File: config.mk
export PLATFORM = sky130hd
export DESIGN_NAME = smet_ctrl
export DESIGN_NICKNAME = d
export VERILOG_FILES = /design/src/hdl/smet_pkg.sv /design/src/hdl/smet_ctrl.sv
export VERILOG_INCLUDE_DIRS = /design/src /design/src/hdl
export SDC_FILE = /design/constraint.sdc
export NUM_CORES = 2
export LEC_CHECK = 0
export BUFFER_PORTS_ARGS = -buffer_cell sky130_fd_sc_hd__buf_2
export CAP_MARGIN = 20
export CORE_MARGIN = 3
export CORE_UTILIZATION = 40
export CTS_CLUSTER_SIZE = 40
export DETAILED_ROUTE_END_ITERATION = 10
export REMOVE_ABC_BUFFERS = 1
export SKIP_LAST_GASP = 1
export SYNTH_ARGS = -nofsm -noshare
export SYNTH_HDL_FRONTEND = slang
export SYNTH_SLANG_ARGS = --single-unit
File: constraint.sdc
create_clock -name clk -period 29.2 [get_ports clk]
set_input_delay 5.84 -clock clk [delete_from_list [all_inputs] [get_ports clk]]
set_output_delay 5.84 -clock clk [all_outputs]
set_load 0.005 [all_outputs]
File: src/hdl/segment_map_edit_and_translate_top_macros.svh
// Assertion macros for the segment map editor and translator.
// No dependencies; included by the files that carry assertions.
`ifndef SEGMENT_MAP_EDIT_AND_TRANSLATE_TOP_MACROS_SVH
`define SEGMENT_MAP_EDIT_AND_TRANSLATE_TOP_MACROS_SVH
`ifndef SYNTHESIS
// Same-cycle implication, checked outside reset
`define SMET_ASSERT_IMP(lbl, ante, cons, msg) \
  lbl: assert property (@(posedge clk) disable iff (!rst_n) (ante) |-> (cons)) else $error(msg);
// Next-cycle implication, checked outside reset
`define SMET_ASSERT_NXT(lbl, ante, cons, msg) \
  lbl: assert property (@(posedge clk) disable iff (!rst_n) (ante) |=> (cons)) else $error(msg);
`else
`define SMET_ASSERT_IMP(lbl, ante, cons, msg)
`define SMET_ASSERT_NXT(lbl, ante, cons, msg)
`endif
`endif

File: src/hdl/smet_pkg.sv
// Types and codes shared by the segment map editor and translator.
// No dependencies.
package smet_pkg;

  typedef enum logic [2:0] {
    OP_INIT  = 3'd0,
    OP_INV   = 3'd1,
    OP_DEL   = 3'd2,
    OP_INS   = 3'd3,
    OP_DUP   = 3'd4,
    OP_QUERY = 3'd5
  } opcode_e;

  localparam logic [1:0] KIND_NORMAL   = 2'd0;
  localparam logic [1:0] KIND_INVERTED = 2'd1;
  localparam logic [1:0] KIND_INSERTED = 2'd2;
  localparam logic [1:0] KIND_DUPLIC   = 2'd3;

  localparam logic [1:0] ST_OK       = 2'd0;
  localparam logic [1:0] ST_NO_COVER = 2'd1;
  localparam logic [1:0] ST_FULL     = 2'd2;
  localparam logic [1:0] ST_PAST_END = 2'd3;

  localparam int unsigned FIELD_W = 31;
  localparam logic [FIELD_W-1:0] FIELD_MAX = 31'h7FFF_FFFF;

  typedef struct packed {
    logic [2:0]         opcode;
    logic [4:0]         chrom;
    logic [FIELD_W-1:0] left_pos;
    logic [FIELD_W-1:0] right_pos;
  } in_item_t;

  typedef struct packed {
    logic [FIELD_W-1:0] piece_start;
    logic [FIELD_W-1:0] piece_length;
    logic [1:0]         piece_kind;
    logic [1:0]         status;
    logic               last;
  } out_item_t;

  // One table entry as stored in the segment memory
  typedef struct packed {
    logic [1:0]         kind;
    logic [FIELD_W-1:0] seg_end;
    logic [FIELD_W-1:0] seg_start;
  } seg_entry_t;

  // Memory strobes from the sequencer
  typedef struct packed {
    logic seg_we;
    logic seg_re;
    logic cnt_we;
    logic cnt_re;
  } mem_ctl_t;

  function automatic logic [FIELD_W-1:0] entry_len(input seg_entry_t v);
    return (v.seg_end >= v.seg_start) ? (v.seg_end - v.seg_start)
                                      : (v.seg_start - v.seg_end);
  endfunction

endpackage

File: src/hdl/smet_ctrl.sv
// Sequencer for table edits and position queries, with the result register.
// Depends on smet_pkg and the assertion macros header.
`include "segment_map_edit_and_translate_top_macros.svh"
module smet_ctrl
  import smet_pkg::*;
#(
  parameter int unsigned MAX_SEGMENTS = 64,
  parameter int unsigned MAX_CHROMS   = 32,
  parameter int unsigned POS_BITS     = 31,
  parameter int unsigned CNT_W        = $clog2(MAX_SEGMENTS + 1),
  parameter int unsigned CH_W         = (MAX_CHROMS > 1) ? $clog2(MAX_CHROMS) : 1,
  parameter int unsigned ADDR_W       = $clog2(MAX_CHROMS * MAX_SEGMENTS)
) (
  input  logic              clk,
  input  logic              rst_n,
  input  logic              in_valid,
  output logic              in_ready,
  input  in_item_t          in_data,
  output logic              out_valid,
  input  logic              out_ready,
  output out_item_t         out_data,
  output mem_ctl_t          mc,
  output logic [ADDR_W-1:0] seg_waddr,
  output seg_entry_t        seg_wdata,
  output logic [ADDR_W-1:0] seg_raddr,
  input  seg_entry_t        seg_rdata,
  output logic [CH_W-1:0]   cnt_waddr,
  output logic [CNT_W-1:0]  cnt_wdata,
  output logic [CH_W-1:0]   cnt_raddr,
  input  logic [CNT_W-1:0]  cnt_rdata
);

  localparam int unsigned ACC_W = FIELD_W + CNT_W;
  localparam logic [FIELD_W-1:0] POS_MASK = FIELD_MAX >> (FIELD_W - POS_BITS);

  typedef enum logic [13:0] {
    S_IDLE  = 14'b00000000000001,
    S_INIT  = 14'b00000000000010,
    S_CNT   = 14'b00000000000100,
    S_SRD   = 14'b00000000001000,
    S_SCHK  = 14'b00000000010000,
    S_PLAN  = 14'b00000000100000,
    S_TRD   = 14'b00000001000000,
    S_TWR   = 14'b00000010000000,
    S_NWR   = 14'b00000100000000,
    S_QRD   = 14'b00001000000000,
    S_QACC  = 14'b00010000000000,
    S_QCHK  = 14'b00100000000000,
    S_PCALC = 14'b01000000000000,
    S_EMIT  = 14'b10000000000000
  } state_t;

  state_t              state_r, state_nxt;
  logic [2:0]          op_r, op_nxt;
  logic [CH_W-1:0]     ch_r, ch_nxt;
  logic [ADDR_W-1:0]   base_r, base_nxt;
  logic [FIELD_W-1:0]  lp_r, lp_nxt, rp_r, rp_nxt;
  logic [CNT_W-1:0]    n_r, n_nxt, i_r, i_nxt, f_r, f_nxt, idx_r, idx_nxt;
  logic [FIELD_W-1:0]  os_r, os_nxt, oe_r, oe_nxt;
  logic [ACC_W-1:0]    acc_r, acc_nxt, qbase_r, qbase_nxt;
  logic [FIELD_W-1:0]  rem_r, rem_nxt, diff_r, diff_nxt;
  logic [1:0]          j_r, j_nxt;
  logic                more_r, more_nxt;
  out_item_t           res_r, res_nxt;
  out_item_t           out_r, out_nxt;
  logic                out_valid_r, out_valid_nxt;
  logic [MAX_CHROMS-1:0] cnt_vld_r, cnt_vld_nxt;

  seg_entry_t          nw [3];
  logic [1:0]          k;
  logic [CNT_W:0]      new_cnt;
  logic [FIELD_W:0]    init_end;
  logic [FIELD_W-1:0]  ent_l, avail;
  logic [FIELD_W:0]    q_end;
  in_item_t            in_m;
  logic                out_free;

  // Mask positions to the configured width
  always_comb begin
    in_m           = in_data;
    in_m.left_pos  = in_data.left_pos & POS_MASK;
    in_m.right_pos = in_data.right_pos & POS_MASK;
  end

  // Plan the replacement entries for the covering segment
  always_comb begin
    for (int unsigned m = 0; m < 3; m++) begin
      nw[m] = '0;
    end
    k = 2'd0;
    case (op_r)
      OP_INV: begin
        nw[0] = '{KIND_NORMAL, lp_r, os_r};
        nw[1] = '{KIND_INVERTED, lp_r - 31'd1, rp_r - 31'd1};
        nw[2] = '{KIND_NORMAL, oe_r, rp_r};
        k     = 2'd3;
      end
      OP_DEL: begin
        nw[0] = '{KIND_NORMAL, lp_r, os_r};
        nw[1] = '{KIND_NORMAL, oe_r, rp_r};
        k     = 2'd2;
      end
      OP_INS: begin
        nw[0] = '{KIND_NORMAL, lp_r, os_r};
        nw[1] = '{KIND_INSERTED, rp_r - lp_r, 31'd0};
        nw[2] = '{KIND_NORMAL, oe_r, lp_r};
        k     = 2'd3;
      end
      default: begin
        if (os_r < lp_r) begin
          nw[0] = '{KIND_NORMAL, lp_r, os_r};
          nw[1] = '{KIND_DUPLIC, rp_r, lp_r};
          k     = 2'd2;
        end else begin
          nw[0] = '{KIND_DUPLIC, rp_r, lp_r};
          k     = 2'd1;
        end
        if (lp_r < oe_r) begin
          nw[k] = '{KIND_NORMAL, oe_r, lp_r};
          k     = k + 2'd1;
        end
      end
    endcase
    new_cnt = {1'b0, n_r} + (CNT_W+1)'(k) - (CNT_W+1)'(1);
  end

  assign init_end = {1'b0, lp_r} + 32'd1;
  assign ent_l    = entry_len(seg_rdata);
  assign avail    = (ent_l >= diff_r) ? (ent_l - diff_r) : '0;
  assign q_end    = {1'b0, lp_r} + {1'b0, rp_r};
  assign out_free = !out_valid_r || out_ready;

  // Sequencer
  always_comb begin
    state_nxt   = state_r;
    op_nxt      = op_r;
    ch_nxt      = ch_r;
    base_nxt    = base_r;
    lp_nxt      = lp_r;
    rp_nxt      = rp_r;
    n_nxt       = n_r;
    i_nxt       = i_r;
    f_nxt       = f_r;
    idx_nxt     = idx_r;
    os_nxt      = os_r;
    oe_nxt      = oe_r;
    acc_nxt     = acc_r;
    qbase_nxt   = qbase_r;
    rem_nxt     = rem_r;
    diff_nxt    = diff_r;
    j_nxt       = j_r;
    more_nxt    = more_r;
    res_nxt     = res_r;
    cnt_vld_nxt = cnt_vld_r;
    mc          = '0;
    seg_waddr   = base_r;
    seg_wdata   = '0;
    seg_raddr   = base_r + ADDR_W'(i_r);
    cnt_waddr   = ch_r;
    cnt_wdata   = '0;
    cnt_raddr   = CH_W'(in_data.chrom);

    unique case (state_r)
      S_IDLE: begin
        if (in_valid) begin
          op_nxt   = in_m.opcode;
          ch_nxt   = CH_W'(in_m.chrom);
          base_nxt = ADDR_W'(in_m.chrom * MAX_SEGMENTS);
          lp_nxt   = in_m.left_pos;
          rp_nxt   = in_m.right_pos;
          i_nxt    = '0;
          more_nxt = 1'b0;
          res_nxt  = '{31'd0, 31'd0, KIND_NORMAL, ST_OK, 1'b1};
          if (in_m.opcode > OP_QUERY) begin
            state_nxt = S_IDLE;
          end else if (int'(in_m.chrom) >= int'(MAX_CHROMS)) begin
            res_nxt.status = ST_NO_COVER;
            state_nxt      = S_EMIT;
          end else if (in_m.opcode == OP_INIT) begin
            state_nxt = S_INIT;
          end else begin
            mc.cnt_re = 1'b1;
            state_nxt = S_CNT;
          end
        end
      end
      S_INIT: begin
        mc.seg_we  = 1'b1;
        seg_wdata  = '{KIND_NORMAL, init_end[FIELD_W] ? FIELD_MAX : init_end[FIELD_W-1:0],
                       31'd1};
        mc.cnt_we  = 1'b1;
        cnt_wdata  = CNT_W'(1);
        cnt_vld_nxt[ch_r] = 1'b1;
        state_nxt  = S_EMIT;
      end
      S_CNT: begin
        n_nxt = cnt_vld_r[ch_r] ? cnt_rdata : '0;
        if (op_r == OP_QUERY) begin
          acc_nxt   = '0;
          qbase_nxt = '0;
          idx_nxt   = '0;
          if (!cnt_vld_r[ch_r] || cnt_rdata == '0) begin
            res_nxt.status = ST_PAST_END;
            state_nxt      = S_EMIT;
          end else begin
            state_nxt = S_QRD;
          end
        end else if (lp_r >= rp_r || !cnt_vld_r[ch_r] || cnt_rdata == '0) begin
          res_nxt.status = ST_NO_COVER;
          state_nxt      = S_EMIT;
        end else begin
          state_nxt = S_SRD;
        end
      end
      S_SRD: begin
        mc.seg_re = 1'b1;
        state_nxt = S_SCHK;
      end
      S_SCHK: begin
        if (seg_rdata.kind == KIND_NORMAL && seg_rdata.seg_start <= lp_r &&
            seg_rdata.seg_end >= rp_r) begin
          f_nxt     = i_r;
          os_nxt    = seg_rdata.seg_start;
          oe_nxt    = seg_rdata.seg_end;
          state_nxt = S_PLAN;
        end else if (i_r + CNT_W'(1) == n_r) begin
          res_nxt.status = ST_NO_COVER;
          state_nxt      = S_EMIT;
        end else begin
          i_nxt     = i_r + CNT_W'(1);
          state_nxt = S_SRD;
        end
      end
      S_PLAN: begin
        j_nxt = '0;
        if (new_cnt > (CNT_W+1)'(MAX_SEGMENTS)) begin
          res_nxt.status = ST_FULL;
          state_nxt      = S_EMIT;
        end else if (k > 2'd1 && n_r > f_r + CNT_W'(1)) begin
          i_nxt     = n_r - CNT_W'(1);
          state_nxt = S_TRD;
        end else begin
          state_nxt = S_NWR;
        end
      end
      S_TRD: begin
        mc.seg_re = 1'b1;
        state_nxt = S_TWR;
      end
      S_TWR: begin
        // Move one tail entry up by k-1 places, top first
        mc.seg_we = 1'b1;
        seg_waddr = base_r + ADDR_W'(i_r) + ADDR_W'(k) - ADDR_W'(1);
        seg_wdata = seg_rdata;
        if (i_r == f_r + CNT_W'(1)) begin
          state_nxt = S_NWR;
        end else begin
          i_nxt     = i_r - CNT_W'(1);
          state_nxt = S_TRD;
        end
      end
      S_NWR: begin
        mc.seg_we = 1'b1;
        seg_waddr = base_r + ADDR_W'(f_r) + ADDR_W'(j_r);
        seg_wdata = nw[j_r];
        j_nxt     = j_r + 2'd1;
        if (j_r + 2'd1 == k) begin
          mc.cnt_we      = 1'b1;
          cnt_wdata      = new_cnt[CNT_W-1:0];
          res_nxt.status = ST_OK;
          state_nxt      = S_EMIT;
        end
      end
      S_QRD: begin
        mc.seg_re = 1'b1;
        state_nxt = S_QACC;
      end
      S_QACC: begin
        if (acc_r <= ACC_W'(lp_r)) begin
          idx_nxt   = i_r;
          qbase_nxt = acc_r;
        end
        acc_nxt = acc_r + ACC_W'(ent_l);
        if (i_r + CNT_W'(1) == n_r) begin
          state_nxt = S_QCHK;
        end else begin
          i_nxt     = i_r + CNT_W'(1);
          state_nxt = S_QRD;
        end
      end
      S_QCHK: begin
        if (ACC_W'(q_end) > acc_r) begin
          res_nxt.status = ST_PAST_END;
          state_nxt      = S_EMIT;
        end else begin
          rem_nxt   = rp_r;
          diff_nxt  = lp_r - qbase_r[FIELD_W-1:0];
          i_nxt     = idx_r;
          state_nxt = S_TRD;
          mc.seg_re = 1'b0;
          state_nxt = S_PCALC;
          mc.seg_re = 1'b0;
        end
        if (ACC_W'(q_end) <= acc_r) begin
          // Fetch the first piece's entry now
          seg_raddr = base_r + ADDR_W'(idx_r);
          mc.seg_re = 1'b1;
        end
      end
      S_PCALC: begin
        res_nxt.piece_start = seg_rdata.seg_start + diff_r;
        res_nxt.piece_kind  = seg_rdata.kind;
        res_nxt.status      = ST_OK;
        if (avail >= rem_r || i_r + CNT_W'(1) == n_r) begin
          res_nxt.piece_length = rem_r;
          res_nxt.last         = 1'b1;
          more_nxt             = 1'b0;
        end else begin
          res_nxt.piece_length = avail;
          res_nxt.last         = 1'b0;
          more_nxt             = 1'b1;
          rem_nxt              = rem_r - avail;
          diff_nxt             = '0;
          i_nxt                = i_r + CNT_W'(1);
        end
        state_nxt = S_EMIT;
      end
      S_EMIT: begin
        if (out_free) begin
          if (more_r) begin
            // Fetch the next piece's entry
            mc.seg_re = 1'b1;
            state_nxt = S_PCALC;
          end else begin
            state_nxt = S_IDLE;
          end
        end
      end
      default: begin
        state_nxt = S_IDLE;
      end
    endcase
  end

  // Result register: load a finished beat, drop it once taken
  always_comb begin
    out_nxt       = out_r;
    out_valid_nxt = out_valid_r;
    if (out_ready) begin
      out_valid_nxt = 1'b0;
    end
    if (state_r == S_EMIT && out_free) begin
      out_nxt       = res_r;
      out_valid_nxt = 1'b1;
    end
  end

  always_ff @(posedge clk) begin
    if (!rst_n) begin
      state_r     <= S_IDLE;
      out_valid_r <= 1'b0;
      cnt_vld_r   <= '0;
      more_r      <= 1'b0;
    end else begin
      state_r     <= state_nxt;
      out_valid_r <= out_valid_nxt;
      cnt_vld_r   <= cnt_vld_nxt;
      more_r      <= more_nxt;
    end
  end

  always_ff @(posedge clk) begin
    op_r    <= op_nxt;
    ch_r    <= ch_nxt;
    base_r  <= base_nxt;
    lp_r    <= lp_nxt;
    rp_r    <= rp_nxt;
    n_r     <= n_nxt;
    i_r     <= i_nxt;
    f_r     <= f_nxt;
    idx_r   <= idx_nxt;
    os_r    <= os_nxt;
    oe_r    <= oe_nxt;
    acc_r   <= acc_nxt;
    qbase_r <= qbase_nxt;
    rem_r   <= rem_nxt;
    diff_r  <= diff_nxt;
    j_r     <= j_nxt;
    res_r   <= res_nxt;
    out_r   <= out_nxt;
  end

  assign in_ready  = (state_r == S_IDLE);
  assign out_valid = out_valid_r;
  assign out_data  = out_r;

  `SMET_ASSERT_IMP(a_no_seg_rw, mc.seg_we, !mc.seg_re, "segment memory read and write together")
  `SMET_ASSERT_IMP(a_cnt_bound, mc.cnt_we, cnt_wdata <= CNT_W'(MAX_SEGMENTS), "count beyond table")
  `SMET_ASSERT_IMP(a_seg_in_tab, mc.seg_we,
                   (seg_waddr - base_r) < ADDR_W'(MAX_SEGMENTS), "write outside chromosome table")
  `SMET_ASSERT_NXT(a_emit_loads, state_r == S_EMIT && out_free, out_valid_r,
                   "result not loaded")

endmodule

Word level (Yosys, flattened, before mapping)
Index checks and enable logic that the tools add are counted.
Widths: inputs -> output; s select.

word-level totals
  input port bits = 145
  output and inout bits = 176
  flip-flop bits (word level) = 475
  logic and storage cells = 252

operators by class
  multiplexer cells = 100
  bitwise gates (word level) = 3
  $lt $le $gt $ge = 20
  reduce and logical (&&, ||, !) cells = 37
  equality and inequality tests = 37
  $add $sub $neg = 26

operator list
  kind                   count
  $mux 64                7
  $pmux 128 s3           1
  $pmux 64 s3            2
  $mux 31                9
  $bwmux 192             1
  $mux 192               1
  $pmux 31 s2            3
  $sub 31x31->31         6
  $pmux 14 s13           1
  $ge 31x31->1           5
  $mux 14                10
  $bmux 64 s2            1
  $demux 64 s2           1
  $pmux 64 s2            1
  $mux 7                 11
  $pmux 38 s2            1
  $mux 67                1
  $lt 31x31->1           2
  $sub 31x1->31 const B  2
  $pmux 7 s7             1
  $add 38x31->38         1
  $gt 32x38->1           1
  $le 32x38->1           1
  $le 38x31->1           1
  73 further kinds       152

Longest topological paths before layout
  depth after elaboration = 15
  depth in mapped cells = 41
  depth with buffers taken out = 36

Worst setup path before layout
Ideal clock, no wire load.

  kind = input to register
  start point = input port seg_rdata[3] (netlist bit)
  end point = register diff_r[0], enable pin
  library setup time = 0.678 ns
  slack = 14.565 ns
  arrival time = 13.957 ns
  required time = 28.522 ns
  cell stages on the path = 38
  path through = inv_1 ha_1 clkbuf_1 a21oi_1 o22ai_1 o21ai_1 o31ai_1 a31oi_1 o21ai_1 buf_2 buf_1 a21oi_1 xor2_1 ha_1 clkbuf_1 a21oi_1 o21ai_1 a41o_1 (+2 left out) a31oi_1 o21ai_1 a211o_1 clkbuf_1 clkbuf_1 nand2_1 ha_1 a21oi_1 nand2_1 a221o_1 a41oi_1 a21oi_1 a21oi_1 o21bai_1 o211ai_1 or2_2 clkbuf_1 nand2_1

on the way
  cells in the longest elaborated chain, start to end = 8

ends and longest elaborated chain
  element                                         line              RTL
  start: declaration                              smet_ctrl.sv:26   input seg_entry_t seg_rdata,
  $sub 31x31->31, or another cell as far along    smet_pkg.sv:59    : (v.seg_start - v.seg_end);
  $mux 31 *                                       smet_pkg.sv:58    return (v.seg_end >= v.seg_start) ? (v.seg_end - v.seg_start)
  $sub 31x31->31 or $ge 31x31->1 (tied branches)  smet_ctrl.sv:129  assign avail = (ent_l >= diff_r) ? (ent_l - diff_r) : '0;
  $mux 31 *                                       smet_ctrl.sv:129
  $ge 31x31->1 *                                  smet_ctrl.sv:314  if (avail >= rem_r || i_r + CNT_W'(1) == n_r) begin
  $logic_or 1x1->1 *                              smet_ctrl.sv:314
  $ne 2x2->1 (no line) *                          -
  $reduce_and 3->1 (no line) *                    -
  end signal: assignment                          smet_ctrl.sv:387  diff_r <= diff_nxt;
  end: declaration                                smet_ctrl.sv:61   logic [FIELD_W-1:0] rem_r, rem_nxt, diff_r, diff_nxt;

Mark *: on every way between the ends. The rest lies on a longest branch, timed or not.
A chain may end at the register's enable or synchronous reset.

Final worst setup path
  start point = input port seg_rdata[3] (netlist bit)
  end point = register rem_r[4], enable pin

on the way
  cells in the longest elaborated chain, start to end = 8

ends and longest elaborated chain
  element                                         line              RTL
  $sub 31x31->31, or another cell as far along    smet_pkg.sv:59
  $mux 31 *                                       smet_pkg.sv:58
  $sub 31x31->31 or $ge 31x31->1 (tied branches)  smet_ctrl.sv:129
  $mux 31 *                                       smet_ctrl.sv:129
  $ge 31x31->1 *                                  smet_ctrl.sv:314
  $logic_or 1x1->1 *                              smet_ctrl.sv:314
  $ne 2x2->1 (no line) *                          -
  $reduce_and 3->1 (no line) *                    -
  end signal: assignment                          smet_ctrl.sv:386  rem_r <= rem_nxt;
  end: declaration                                smet_ctrl.sv:61

Marks and branches as above.

==> metrics.md <==
| Metric | Value |
|---|---|
| Status | `finished clean` |
| # nets final | `5919` |
| CP bufs+invs | `5` |
| Post-route cell area | `48610 um2` |
| Wirelength per Cell | `27.20 um` |
| Slew HR | `0.1745` |
| First-pass GRT wire length | `263100 um` |
| Syn avg cell area | `8.611 um2` |
| Total CTS buffers | `60` |
| Seq/Total Area, Yosys | `0.3173` |
| Setup TNS | `0 ps` |
| Root buf cell | `clkbuf_16` |
| Fmax | `0.06346 GHz` |
| Mapped Cells | `5045` |
| CP max stage cell | `o21ai_2` |
| Largest area contributor in the netlist | `edfxtp_1` |
| Final GP Congestion | `1.005` |
| Primary FF master, synth | `edfxtp_1` |
| Max cap viols | `0` |
| # hold bufs at CTS | `0` |
| Setup crit end kind | `flip-flop` |
| Worst Skew | `23.73 ps` |
| Cell with the most instances after synthesis | `ha_1` |
| Antenna Violating Nets Remaining | `0` |
| EDFF count, synth | `427` |
| Synth cell count leaders | `504 x ha_1, 486 x a21oi_1, 427 x edfxtp_1, 400 x nor2_1, 387 x nand2_1` |
| Die width | `335.6 um` |
| Critical path peak fanout | `62` |
| Pwr dens | `52.37 nW/um2` |
| Vias after detailed routing | `41965` |
| Most used cell, CP | `a21oi_1` |
| Core Area | `107400 um2` |
| Clock Latency Late Sink | `700 ps` |
| Post-placement cell area | `46470 um2` |
| Initial Utilization | `0.4047` |
| Drt via density | `6.243` |
| Worst hold path type | `reg2reg` |
| Die footprint | `112600 um2` |
| Initial DRC count | `4867` |
| Fillers | `10580` |
| Rows | `120` |
| Top post-synthesis cells by area | `edfxtp_1 30%, ha_1 15%, a21oi_1 5.6%` |
| Worst-path clk slew | `60 ps` |
| CP top delay family | `compound AO/OA/AOI/OAI gates` |
| IO Pins | `321` |
| Fin crit share | `0.5396` |
| Peak supply drop | `0.07201 mV` |
| Final Max Tran Viols | `0` |
| Post-CTS Resized | `0` |
| Vias in the first global route | `39466` |
| Post-Syn Area | `43440 um2` |
| Die Height | `335.6 um` |
| CTS tree | `done` |
| CTS Sinks | `475` |
| Layout area overhead | `11.89%` |
| Setup Fix Bufs, Post-CTS | `0` |
| Crit path arrival time | `16080 ps` |
| All-Layer GR Usage | `0.3141` |
| DRC viols | `0` |
| Detail Placement HPWL | `143300 um` |
| Layout cells sized above 1 | `0.1108` |
| Setup violators final | `0` |
| Port bufs | `320` |
| WP data required | `29520 ps` |
| Post-synth cell types | `98` |
| Largest net degree at the start of global routing | `78` |
| CTS Buffer Depth | `3` |
| CP max stage delay | `790 ps` |
| RSZ-0062 raised after global routing | `false` |
| Final Total Pwr | `2545 uW` |
| TritonRoute pass-1 iters | `8` |
| Gr ovfl total | `0` |
| Final min period | `15760 ps` |
| Yosys reg bits | `475` |
| Leak Pwr | `0.02049 uW` |
| H-tree levels | `2` |
| Yosys warns | `0` |
| Initial antenna violation count | `18` |
| Critical setup path kind | `in2reg` |
| Area fraction of the dominant cell type after synthesis | `0.2951` |
| Post-Route WL | `182800 um` |
| Asr flop ratio synth | `0` |
| CP Launch Type | `input pin` |
| Final Hold Fails | `0` |
| Slew @ Worst Pin | `1232 ps` |
logic make-up after synthesis:
kind of cell             count (synthesis)  synth area share
buffers and inverters                  610           0.05437
adder cells (fa/ha/maj)                516            0.1507
AND/OR/NAND/NOR                       1497            0.1677
XOR/XNOR                               325           0.06552
AO/OA/AOI/OAI                         1578            0.2316
multiplexers                            44           0.01279
flip-flops                             475            0.3173
metrics by stage:
| step | hold slack (ps) | instances | worst slack [ps] | utilization |
|---|---|---|---|---|
| after floorplan | 400.3 | 4799 | 12240 | - |
| after global placement | 401.9 | 6598 | 12910 | 0.4328 |
| after detailed placement | 404.5 | 6599 | 12810 | 0.4329 |
| after CTS | 410.0 | 6710 | 13520 | 0.4525 |
| after global routing | 421.1 | 6714 | 12770 | 0.4526 |
| final | 411.8 | 6722 | 13440 | 0.4528 |
sequential cells by signal, indices dropped and copies added, names as in the netlist, 14 cells and up:
signal	flops
cnt_vld_r	32
lp_r	31
rp_r	31
qbase_r	31
rem_r	31
state_r	14
res_r	67
oe_r	31
acc_r	38
out_data	67
os_r	31
diff_r	31
cells in the final DEF, fill, tap and decap left out, types with 176 or more instances in the layout:
cell	synthesis	final
ha_1	504	504
a21oi_1	486	485
edfxtp_1	427	427
nor2_1	400	397
nand2_1	387	385
inv_1	351	350
o21ai_0	324	324
buf_2	19	320
xnor2_1	220	220
a21o_1	177	176
power by group:
part / total (uW) / internal [uW] / switching [uW] / leakage [uW]
clock network: 800 / 466 / 334 / 0.00103
registers: 806 / 764 / 41.5 / 0.00445
logic: 940 / 353 / 587 / 0.0150
path summary, 6_finish.rpt:
path                                         startpoint                endpoint  slack, ps  cells after the start
worst max-delay path                       seg_rdata[3]      rem_r[4]$_DFFE_PP_      13440                     37
worst min-delay path            res_r[56]$_SDFFCE_PN0P_  out_data[56]$_DFFE_PP_        410                      0
worst max register to register        lp_r[2]$_DFFE_PP_      rem_r[4]$_DFFE_PP_      19900                     23
worst min register to register  res_r[56]$_SDFFCE_PN0P_  out_data[56]$_DFFE_PP_        410                      0
metal layers:
layer  up-vias  global-route usage  part of all wire
met5         -                   0                 0
met4         0              0.1511             0.056
met3       460             0.05437              0.10
met2      2367              0.4653              0.41
met1     20071              0.4417              0.43
li1      19067                   -                 -
final cells by class:
| type | count | area (um2) | share of cell area |
|---|---|---|---|
| clock inverters | 41 | 504.2 | 0.01037 |
| multi-input cells | 3960 | 27390 | 0.5634 |
| flip-flops and latches | 475 | 13780 | 0.2836 |
| diodes | 12 | 30.03 | 0.0006178 |
| inverters | 364 | 1368 | 0.02813 |
| repair buffers | 397 | 2180 | 0.04484 |
| well taps | 1403 | 1755 | 0.03611 |
| clock buffers | 70 | 1600 | 0.03292 |
Power figures use the tool's default switching activity.
